**config.mk**
```make
export PLATFORM = sky130hd
export DESIGN_NAME = demand_page_table_translate
export DESIGN_NICKNAME = d
export VERILOG_FILES = /design/src/hw/rtl/dptt_pkg.sv /design/src/hw/rtl/demand_page_table_translate.sv /design/src/hw/rtl/dptt_ram.sv
export VERILOG_INCLUDE_DIRS = /design/src /design/src/hw/rtl
export SDC_FILE = /design/constraint.sdc
export NUM_CORES = 2
export LEC_CHECK = 0
export BUFFER_PORTS_ARGS = -buffer_cell sky130_fd_sc_hd__buf_4
export CAP_MARGIN = 0
export CELL_PAD_IN_SITES_DETAIL_PLACEMENT = 1
export CELL_PAD_IN_SITES_GLOBAL_PLACEMENT = 1
export CORE_MARGIN = 5
export CORE_UTILIZATION = 55
export CTS_CLUSTER_SIZE = 25
export DETAILED_ROUTE_END_ITERATION = 12
export PLACE_DENSITY = 0.8
export SLEW_MARGIN = 0
export SYNTH_ARGS = -nofsm -noshare
export SYNTH_HDL_FRONTEND = slang
export SYNTH_SLANG_ARGS = --single-unit
```
**constraint.sdc**
```tcl
create_clock -name clk -period 25.2 [get_ports clk]
set_input_delay 1.26 -clock clk [delete_from_list [all_inputs] [get_ports clk]]
set_output_delay 1.26 -clock clk [all_outputs]
set_load 0.01 [all_outputs]
```
**src/hw/rtl/demand_page_table_translate_macros.svh**
```systemverilog
// Assertion macros for the page table translator.
`ifndef DEMAND_PAGE_TABLE_TRANSLATE_MACROS_SVH
`define DEMAND_PAGE_TABLE_TRANSLATE_MACROS_SVH

`ifndef SYNTH
// Same-cycle implication.
`define DPTT_ASSERT_NOW(label, clk, rst, ante, cons) \
  label: assert property (@(posedge clk) disable iff (rst) (ante) |-> (cons)) \
    else $error("dptt assertion failed");
// Next-cycle implication.
`define DPTT_ASSERT_NEXT(label, clk, rst, ante, cons) \
  label: assert property (@(posedge clk) disable iff (rst) (ante) |=> (cons)) \
    else $error("dptt assertion failed");
`else
`define DPTT_ASSERT_NOW(label, clk, rst, ante, cons)
`define DPTT_ASSERT_NEXT(label, clk, rst, ante, cons)
`endif

`endif

```
**src/hw/rtl/dptt_pkg.sv**
```systemverilog
package dptt_pkg;

  localparam int OFFSET_BITS_W    = 4;
  localparam int FRAME_COUNT_W    = 7;
  localparam int PAGE_NUMBER_W    = 16;
  localparam int FRAME_NUMBER_W   = 6;
  localparam int PHYS_ADDR_W      = 21;
  localparam int CFG_DATA_W       = 32;
  localparam int CFG_ADDR_W       = 3;

  localparam logic [OFFSET_BITS_W-1:0] OFFSET_BITS_RST = 4'd8;
  localparam logic [FRAME_COUNT_W-1:0] FRAME_COUNT_RST = 7'd64;

  // Register index, taken from paddr[2].
  typedef enum logic {
    REG_OFFSET_BITS = 1'b0,
    REG_FRAME_COUNT = 1'b1
  } reg_idx_t;

  typedef enum logic [1:0] {
    ST_HIT     = 2'd0,
    ST_MAPPED  = 2'd1,
    ST_NOFRAME = 2'd2,
    ST_BEYOND  = 2'd3
  } status_t;

  typedef enum logic [1:0] {
    MODE_CLEAR = 2'b01,
    MODE_RUN   = 2'b10
  } mode_t;

endpackage

```
**src/hw/rtl/demand_page_table_translate.sv**
```systemverilog
// Demand-paged single-level page table translator.
//
// Input channel: one virtual_address word per handshake (in_valid/in_ready).
// Output channel: page_number, frame_number, physical_address and status per
// word (out_valid/out_ready). Every input word yields exactly one output word.
// Config: APB-style port, offset_bits at 0x0, frame_count at 0x4, pready tied
// high; write only while the block is idle.
//
// An accepted word goes through the lookup stage, then the output register.
// Throughput: one word per cycle while out_ready is high, set by the page
// table RAM (one read port, one write port, registered read). A mapping
// written by one word is forwarded to the very next word if on the same page.
// Frames are handed out in order and never freed, so frame use is a single
// allocation pointer rather than a bitmap.
//
// Reset: config returns to offset_bits=8, frame_count=64, and a clearing pass
// zeroes every page table entry; in_ready stays low meanwhile.
// A stalled receiver holds the output register; one more word can then sit
// in the lookup stage before in_ready drops.
module demand_page_table_translate #(
  parameter int MAX_PAGES  = 256,
  parameter int MAX_FRAMES = 64,
  parameter int ADDR_BITS  = 16
) (
  input  logic                                clk,
  input  logic                                rst,
  // input channel
  input  logic                                in_valid,
  output logic                                in_ready,
  input  logic [ADDR_BITS-1:0]                virtual_address,
  // output channel
  output logic                                out_valid,
  input  logic                                out_ready,
  output logic [dptt_pkg::PAGE_NUMBER_W-1:0]  page_number,
  output logic [dptt_pkg::FRAME_NUMBER_W-1:0] frame_number,
  output logic [dptt_pkg::PHYS_ADDR_W-1:0]    physical_address,
  output logic [1:0]                          status,
  // config port
  input  logic                                psel,
  input  logic                                penable,
  input  logic                                pwrite,
  input  logic [dptt_pkg::CFG_ADDR_W-1:0]     paddr,
  input  logic [dptt_pkg::CFG_DATA_W-1:0]     pwdata,
  output logic [dptt_pkg::CFG_DATA_W-1:0]     prdata,
  output logic                                pready
);

  import dptt_pkg::*;

`include "demand_page_table_translate_macros.svh"

  localparam int PAGE_W  = $clog2(MAX_PAGES);
  localparam int FRAME_W = (MAX_FRAMES > 1) ? $clog2(MAX_FRAMES) : 1;
  localparam int CNT_W   = $clog2(MAX_FRAMES + 1);
  localparam int LIM_W   = (CNT_W > FRAME_COUNT_W) ? CNT_W : FRAME_COUNT_W;
  localparam int CMP_W   = ((ADDR_BITS > PAGE_W) ? ADDR_BITS : PAGE_W) + 1;
  localparam int PN_W    = (ADDR_BITS > PAGE_NUMBER_W) ? ADDR_BITS : PAGE_NUMBER_W;
  localparam int FN_W    = (FRAME_W > FRAME_NUMBER_W) ? FRAME_W : FRAME_NUMBER_W;
  localparam int SH_W    = FRAME_W + (1 << OFFSET_BITS_W) - 1;
  localparam int WIDE_W0 = (SH_W > PHYS_ADDR_W) ? SH_W : PHYS_ADDR_W;
  localparam int WIDE_W  = (WIDE_W0 > ADDR_BITS) ? WIDE_W0 : ADDR_BITS;
  localparam int ENTRY_W = FRAME_W + 1;

  // ---------------- configuration ----------------
  logic [OFFSET_BITS_W-1:0] offset_bits;
  logic [FRAME_COUNT_W-1:0] frame_count;
  logic                     cfg_wr;
  reg_idx_t                 cfg_idx;

  assign pready = 1'b1;
  assign cfg_wr = psel && penable && pwrite && pready;
  assign cfg_idx = reg_idx_t'(paddr[2]);

  always_comb begin
    unique case (cfg_idx)
      REG_OFFSET_BITS: prdata = CFG_DATA_W'(offset_bits);
      REG_FRAME_COUNT: prdata = CFG_DATA_W'(frame_count);
      default:         prdata = '0;
    endcase
  end

  // ---------------- control state ----------------
  mode_t             mode;
  logic [PAGE_W-1:0] clr_idx;
  logic              b_valid;
  logic [CNT_W-1:0]  alloc_ptr;     // frames [0, alloc_ptr) are in use
  logic              fwd_hit;       // lookup word's page was written on its read edge

  // ---------------- lookup stage payload ----------------
  logic [ADDR_BITS-1:0] b_page;
  logic [ADDR_BITS-1:0] b_offs;
  logic                 b_beyond;
  logic [FRAME_W-1:0]   fwd_frame;

  // ---------------- input decode ----------------
  logic                 in_fire;
  logic [ADDR_BITS-1:0] in_page;
  logic [ADDR_BITS-1:0] in_offs;
  logic [CMP_W-1:0]     in_page_ext;
  logic [PAGE_W-1:0]    in_idx;
  logic                 in_beyond;

  assign in_page     = virtual_address >> offset_bits;
  assign in_offs     = virtual_address & ~({ADDR_BITS{1'b1}} << offset_bits);
  assign in_page_ext = CMP_W'(in_page);
  assign in_idx      = in_page_ext[PAGE_W-1:0];
  assign in_beyond   = in_page_ext >= CMP_W'(MAX_PAGES);

  // ---------------- page table RAM ----------------
  logic               ram_we;
  logic [PAGE_W-1:0]  ram_waddr;
  logic [ENTRY_W-1:0] ram_wdata;
  logic [ENTRY_W-1:0] ram_rdata;

  dptt_ram #(
    .WIDTH(ENTRY_W),
    .DEPTH(MAX_PAGES)
  ) u_table (
    .clk  (clk),
    .we   (ram_we),
    .waddr(ram_waddr),
    .wdata(ram_wdata),
    .re   (in_fire),
    .raddr(in_idx),
    .rdata(ram_rdata)
  );

  // ---------------- lookup stage logic ----------------
  logic [CMP_W-1:0]   b_page_ext;
  logic [PAGE_W-1:0]  b_idx;
  logic               b_present;
  logic [FRAME_W-1:0] b_frame;
  logic               frame_free;
  logic [FRAME_W-1:0] alloc_frame;
  status_t            b_status;
  logic [FRAME_W-1:0] res_frame;
  logic               b_adv;
  logic               map_we;

  assign b_page_ext  = CMP_W'(b_page);
  assign b_idx       = b_page_ext[PAGE_W-1:0];
  assign b_present   = fwd_hit || ram_rdata[FRAME_W];
  assign b_frame     = fwd_hit ? fwd_frame : ram_rdata[FRAME_W-1:0];
  assign alloc_frame = alloc_ptr[FRAME_W-1:0];
  // frame_count above MAX_FRAMES saturates through the second compare
  assign frame_free  = (LIM_W'(alloc_ptr) < LIM_W'(frame_count)) &&
                       (alloc_ptr < CNT_W'(MAX_FRAMES));

  always_comb begin
    priority if (b_beyond) begin
      b_status  = ST_BEYOND;
      res_frame = '0;
    end else if (b_present) begin
      b_status  = ST_HIT;
      res_frame = b_frame;
    end else if (frame_free) begin
      b_status  = ST_MAPPED;
      res_frame = alloc_frame;
    end else begin
      b_status  = ST_NOFRAME;
      res_frame = '0;
    end
  end

  assign b_adv    = b_valid && (!out_valid || out_ready);
  assign in_ready = (mode == MODE_RUN) && (!b_valid || b_adv);
  assign in_fire  = in_valid && in_ready;
  assign map_we   = b_adv && (b_status == ST_MAPPED);

  assign ram_we    = (mode == MODE_CLEAR) || map_we;
  assign ram_waddr = (mode == MODE_CLEAR) ? clr_idx : b_idx;
  assign ram_wdata = (mode == MODE_CLEAR) ? '0 : {1'b1, alloc_frame};

  // result formatting
  logic [WIDE_W-1:0] phys_wide;
  logic [PN_W-1:0]   page_wide;
  logic [FN_W-1:0]   frame_wide;

  assign phys_wide  = (b_status == ST_HIT || b_status == ST_MAPPED) ?
                      ((WIDE_W'(res_frame) << offset_bits) | WIDE_W'(b_offs)) : '0;
  assign page_wide  = PN_W'(b_page);
  assign frame_wide = FN_W'(res_frame);

  // ---------------- control registers ----------------
  always_ff @(posedge clk) begin
    if (rst) begin
      offset_bits <= OFFSET_BITS_RST;
      frame_count <= FRAME_COUNT_RST;
      mode        <= MODE_CLEAR;
      clr_idx     <= '0;
      b_valid     <= 1'b0;
      out_valid   <= 1'b0;
      alloc_ptr   <= '0;
      fwd_hit     <= 1'b0;
    end else begin
      if (cfg_wr) begin
        unique case (cfg_idx)
          REG_OFFSET_BITS: offset_bits <= pwdata[OFFSET_BITS_W-1:0];
          REG_FRAME_COUNT: frame_count <= pwdata[FRAME_COUNT_W-1:0];
          default: ;
        endcase
      end
      unique case (mode)
        MODE_CLEAR: begin
          clr_idx <= clr_idx + PAGE_W'(1);
          if (clr_idx == PAGE_W'(MAX_PAGES - 1)) begin
            mode <= MODE_RUN;
          end
        end
        MODE_RUN: ;
        default: mode <= MODE_CLEAR;
      endcase
      if (in_fire) begin
        b_valid <= 1'b1;
        // the RAM read on this edge misses a write to the same page
        fwd_hit <= map_we && (b_idx == in_idx);
      end else if (b_adv) begin
        b_valid <= 1'b0;
      end
      if (map_we) begin
        alloc_ptr <= alloc_ptr + CNT_W'(1);
      end
      if (b_adv) begin
        out_valid <= 1'b1;
      end else if (out_ready) begin
        out_valid <= 1'b0;
      end
    end
  end

  // ---------------- payload registers ----------------
  always_ff @(posedge clk) begin
    if (in_fire) begin
      b_page    <= in_page;
      b_offs    <= in_offs;
      b_beyond  <= in_beyond;
      fwd_frame <= alloc_frame;
    end
    if (b_adv) begin
      page_number      <= page_wide[PAGE_NUMBER_W-1:0];
      frame_number     <= frame_wide[FRAME_NUMBER_W-1:0];
      physical_address <= phys_wide[PHYS_ADDR_W-1:0];
      status           <= b_status;
    end
  end

  // ---------------- assertions ----------------
  `DPTT_ASSERT_NOW(a_clear_blocks_input, clk, rst, mode == MODE_CLEAR, !in_ready && !b_valid)
  `DPTT_ASSERT_NEXT(a_map_bumps_ptr, clk, rst, map_we, alloc_ptr == $past(alloc_ptr) + CNT_W'(1))
  `DPTT_ASSERT_NEXT(a_fwd_capture, clk, rst, in_fire && map_we && (b_idx == in_idx), fwd_hit)

endmodule

```
**src/hw/rtl/dptt_ram.sv**
```systemverilog
module dptt_ram #(
  parameter int WIDTH = 8,
  parameter int DEPTH = 256
) (
  input  logic                     clk,
  input  logic                     we,
  input  logic [$clog2(DEPTH)-1:0] waddr,
  input  logic [WIDTH-1:0]         wdata,
  input  logic                     re,
  input  logic [$clog2(DEPTH)-1:0] raddr,
  output logic [WIDTH-1:0]         rdata
);

  logic [WIDTH-1:0] mem [DEPTH];

  // Read returns old data on a same-address write.
  always_ff @(posedge clk) begin
    if (we) begin
      mem[waddr] <= wdata;
    end
    if (re) begin
      rdata <= mem[raddr];
    end
  end

endmodule

```
Yosys cells after proc, flatten, opt, wreduce, memory -nomap -nowiden. Memories as Yosys holds them, arrays and structs flattened. A register that Yosys moved wholly into a read port is not among the register bits. Cells that the tools add are included.

Multiplexer cells: 18. Bitwise gates (word level): 5. Add/sub/neg operators: 2. Reductions and logical operators: 21. $lt $le $gt $ge: 3. Shift-type cells: 3. Equal/unequal tests: 6.

Operator list (count): $pmux 32 s2 (1); $mux 6 (4); $or 21x16->21 (1); $shl 6x4->21 (1); $and 16x16->16 (1); $ge 16x9->1 const B (1); $not 16->16 (1); $shl 16x4->16 const A (1); $shr 16x4->16 (1); $add 8x1->8 const B (1); $eq 8x8->1 (1); $eq 8x8->1 const B (1); $logic_and 1x1->1 (8); $mux 2 (4); $mux 8 (1); $add 7x1->7 const B (1); $lt 7x7->1 (1); $lt 7x7->1 const B (1); $mux 7 (1); $mux 1 (6); $reduce_and 2->1 (3); $logic_or 1x1->1 (5); $eq 2x1->1 const B (2); $pmux 2 s2 (1); other kinds (6) (9).

Input port bits: 58. Logic and storage cells: 75. Memories: 1. Bits in writable memories: 1792. Output and inout bits: 80. Bits in registers: 115.

Memories: u_table.mem (depth 256, bits a word 7, rd ports 1, clocked after Yosys merged registers in 1, write ports 1, RTL line dptt_ram.sv:14) `logic [WIDTH-1:0] mem [DEPTH];`.

Logic depth before layout (Yosys ltp).
Word-level depth: 10. Depth in mapped cells: 16. Mapped depth without buffers: 11.

Modules after synthesis. A second synthesis with hierarchy kept.

Cell total of the unflattened synthesis: 4020. Area, all modules: 76657.3 um2.

By module, submodules not included: dptt_ram (seq. area each 54021.8 um2, area each 70267.4 um2, instances 1, cells each 3381); demand_page_table_translate (seq. area each 3113.0 um2, area each 6389.9 um2, instances 1, cells each 639).

Worst setup path before layout. Ideal clock, no wire load.

Path kind: register -> register. From: reg mode[0]. To: mem u_table.mem[0][3] in the netlist's numbering, data pin. Arrival time: 8347 ps. Buffers on the path: 2. Stages on the path, launching flop included: 6. Library setup time: 864 ps. Slack: 15990 ps. Clock period less this slack: 9210 ps. Cells stage by stage: dfxtp_1 -> nor2b_1 -> clkbuf_1 -> inv_1 -> clkbuf_1 -> and2_1.

Longest elaborated chain between the ends: 2.

RTL lines: from (decl) (RTL line demand_page_table_translate.sv:83) `mode_t mode;`; from (signal assigned) (RTL line demand_page_table_translate.sv:189) `mode <= MODE_CLEAR;`; from (signal assigned) (RTL line demand_page_table_translate.sv:207) `mode <= MODE_RUN;`; from (signal assigned) (RTL line demand_page_table_translate.sv:211) `default: mode <= MODE_CLEAR;`; $eq 2x1->1 (RTL line demand_page_table_translate.sv:172) `assign ram_wdata = (mode == MODE_CLEAR) ? '0 : {1'b1, alloc_frame};`; $mux 7 (RTL line demand_page_table_translate.sv:172); via ram_wdata[3] (RTL line demand_page_table_translate.sv:112) `logic [ENTRY_W-1:0] ram_wdata;`; to (decl) (RTL line dptt_ram.sv:14).

The timed path passes the listed nets, and every way through them passes these cells.

Worst setup path in the final report.
From: reg offset_bits[3]. To: reg u_table.rdata[3], read port of u_table.mem, data pin.

Longest elaborated chain between the ends: 1.

RTL lines: from (decl) (RTL line demand_page_table_translate.sv:65) `logic [OFFSET_BITS_W-1:0] offset_bits;`; from (signal assigned) (RTL line demand_page_table_translate.sv:198) `REG_OFFSET_BITS: offset_bits <= pwdata[OFFSET_BITS_W-1:0];`; $shr 16x4->16 (RTL line demand_page_table_translate.sv:103) `assign in_page = virtual_address >> offset_bits;`; to (decl) (RTL line dptt_ram.sv:11) `output logic [WIDTH-1:0] rdata`.

No other way between the ends. A chain may end at the register's enable or synchronous reset.

==> impl_metrics.csv <==
group,metric,value,unit
cts,cts_root_buf,"clkbuf_16",
yosys,synth_top_cell_by_area,"edfxtp_1",
sta,rsz0062_at_grt,"no",
global_routing,track_usage,30.7,%
final_layout,final_cell_area,84500,um2
sta,drv_slew,0,
global_routing,grt_overflow,0,
critical_path,cp_max_fo,179,
floorplan,core,139000,um2
power,ir_worst_vdd,71.3,uV
cts,post_cts_resized,0,
final_layout,layout-drive-gt1-share,10.5,%
routing,viasPerCell,6.55,
sta,worstMarginPinSlew,1370,ps
final_layout,area_growth,10.0,%
cts,cts_buffers,187,
yosys,ys_seq_area_share,74.4,%
yosys,synth_top_area_share,73.6,%
cts,cts_buffer_depth,3,
critical_path,worstPathRequired,25750,ps
routing,vias,47800,
critical_path,end_kind,"register",
yosys,synth_area_per_cell,14.6,um2
cts,clock-sinks,1913,
sta,setup_viol,0,
routing,wl_per_cell,31.1,um
cts,cts_tree,"yes",
sta,max-slew-margin-rel,8.45,%
floorplan,initial_core_util,55.2,%
yosys,yosys_warnings,0,
yosys,synth_common_cells,"1,882 x edfxtp_1, 1,058 x nand2_1, 386 x nand3_1",
cts,path_clk_slew,60,ps
cts,htreeDepth,4,
routing,drt_pre_antenna_iters,6,
sta,clock_skew,41.4,ps
routing,route.detailed.drc,0,
yosys,yosys.cell_types.count,73,
floorplan,ios,138,
power,power.static_leakage,28.8,nW
yosys,synth.ff_latch_count,1913,
sta,setup_tns,0,ps
placement,placedInstanceArea,78600,um2
sta,min_period,8040,ps
yosys,synth_edf_count,1882,
yosys,async_flop_share,0,%
min_path,hp-class,"reg2reg",
power,pwr_density_cell,79.1,nW/um2
run,maxCapViolations,0,
floorplan,core.rowCount,137,
floorplan,die_x,384,um
placement,gp_congestion,0.847,
routing,drt_iter0_drc,6028,
placement,io_buffers,84,
yosys,synth_area_leaders,"edfxtp_1 74%, nand2_1 5.2%, mux4_2 3.4%",
yosys,synth_most_common_cell,"edfxtp_1",
sta,fin_crit_sh,31.9,%
critical_path,start_kind,"register",
critical_path,worstSetupPathType,"reg2reg",
global_routing,grt_pass1_vias,49800,
outcome,outcome,"finished clean",
cts,cts_setup_buffers,0,
global_routing,grt_max_degree,211,
routing,antenna_left,0,
global_routing,grt_pass1_wl,334000,um
sta,hold_violations,0,
sta,fmax,124,MHz
critical_path,crit_arrival,8590,ps
yosys,synthFlopType,"edfxtp_1",
floorplan,fp.dieH,384,um
final_layout,nets,5342,
cts,clock_latency,830,ps
routing,route.final.wire_length,227000,um
placement,post-dp-hpwl,129000,um
floorplan,die-area,147000,um2
yosys,synth_area,76800,um2
yosys,syn_inst,5267,
global_routing,grt_antenna_before_repair,10,
cts,postCtsHoldBufs,0,
-- cell usage in the layout, fill, tap and decap left out, types with 98 or more instances in the layout --
| master | Yosys | routed |
|---|---|---|
| nor2_1 | 315 | 314 |
| edfxtp_1 | 1882 | 1882 |
| o22ai_1 | 99 | 98 |
| a21oi_1 | 233 | 233 |
| nand3_1 | 386 | 386 |
| nand2_1 | 1058 | 1042 |
| clkbuf_16 | 0 | 195 |
| buf_4 | 86 | 146 |
| mux2i_1 | 229 | 229 |
| mux4_2 | 116 | 116 |
-- final cells by class --
cell class | count | area (um2)
Sequential cell | 1913 | 57100
Fill cell | 12800 | 54700
Multi-Input combinational cell | 3002 | 17800
Clock buffer | 235 | 5030
Tap cell | 1876 | 2350
Timing Repair Buffer | 149 | 1160
Clock inverter | 103 | 888
Inverter | 23 | 123
Antenna cell | 4 | 10.0
-- kinds of logic after synthesis --
logic type	Yosys count	share of synthesized area (%)
fa+ha+maj	8	0.130
mux	356	6.60
flops	1913	74.4
xor+xnor	19	0.217
simple gates	2017	11.3
compound gates	576	4.65
buf+inv	376	2.67
other cells	2	0.00978
-- per-layer routing --
metal  GRT usage (%)  vias up  routed length (um)
met4            15.0        4               11900
met3            5.94      588               21800
met5               0        -                  27
li1                -    19800                   -
met1            40.5    24500               84300
met2            49.5     2971              109000
-- power by group --
group          switching, W  leakage (nW)  internal [W]
registers        0.00000262          18.9       0.00345
clock network       0.00120          2.89       0.00156
logic              0.000347          7.02      0.000129
total               0.00155          28.8       0.00514
-- through the flow --
| step | cells | setup WS (ps) | total power, W | hold WS, ps | utilization, % |
|---|---|---|---|---|---|
| 2_1_floorplan | 5291 | 15990 | 0.00382 | 400 | - |
| 3_3_place_gp | 6963 | 17180 | 0.00396 | 401 | 56.5 |
| 3_5_place_dp | 6963 | 17110 | 0.00398 | 415 | 56.5 |
| 4_1_cts | 7301 | 17280 | 0.00669 | 428 | 60.7 |
| 5_1_grt | 7301 | 16860 | 0.00687 | 440 | 60.7 |
| 6_report | 7305 | 17160 | 0.00668 | 428 | 60.7 |
-- worst max-delay path: stages, from the launching register on --
cell and delay [ps]:
dfxtp_1 310, buf_4 390, clkinv_1 720, mux2_8 770, inv_16 570, buf_4 930
buf_4 750, buf_4 860, mux4_2 610, a22oi_1 340, nand3_1 290, a41oi_1 740
a32oi_1 120
-- registers in the layout (all words and copies together), names as in the netlist --
register	cells
fwd_hit	1
status	2
clr_idx	8
page_number	16
b_valid	1
physical_address	21
b_page	16
out_valid	1
fwd_frame	6
u_table.mem	1792
frame_count	7
b_beyond	1
frame_number	6
b_offs	15
u_table.rdata	7
alloc_ptr	7
offset_bits	4
mode	2
-- path summary, 6_finish.rpt --
check	start	to	slack, ps	cells past startpoint
min	b_page[11]	page_number[11]	430	0
max	offset_bits[3]	u_table.rdata[3]	17160	12
min reg2reg	b_page[11]	page_number[11]	430	0
max reg2reg	offset_bits[3]	u_table.rdata[3]	17160	12
(Power assumes the default switching activity.)
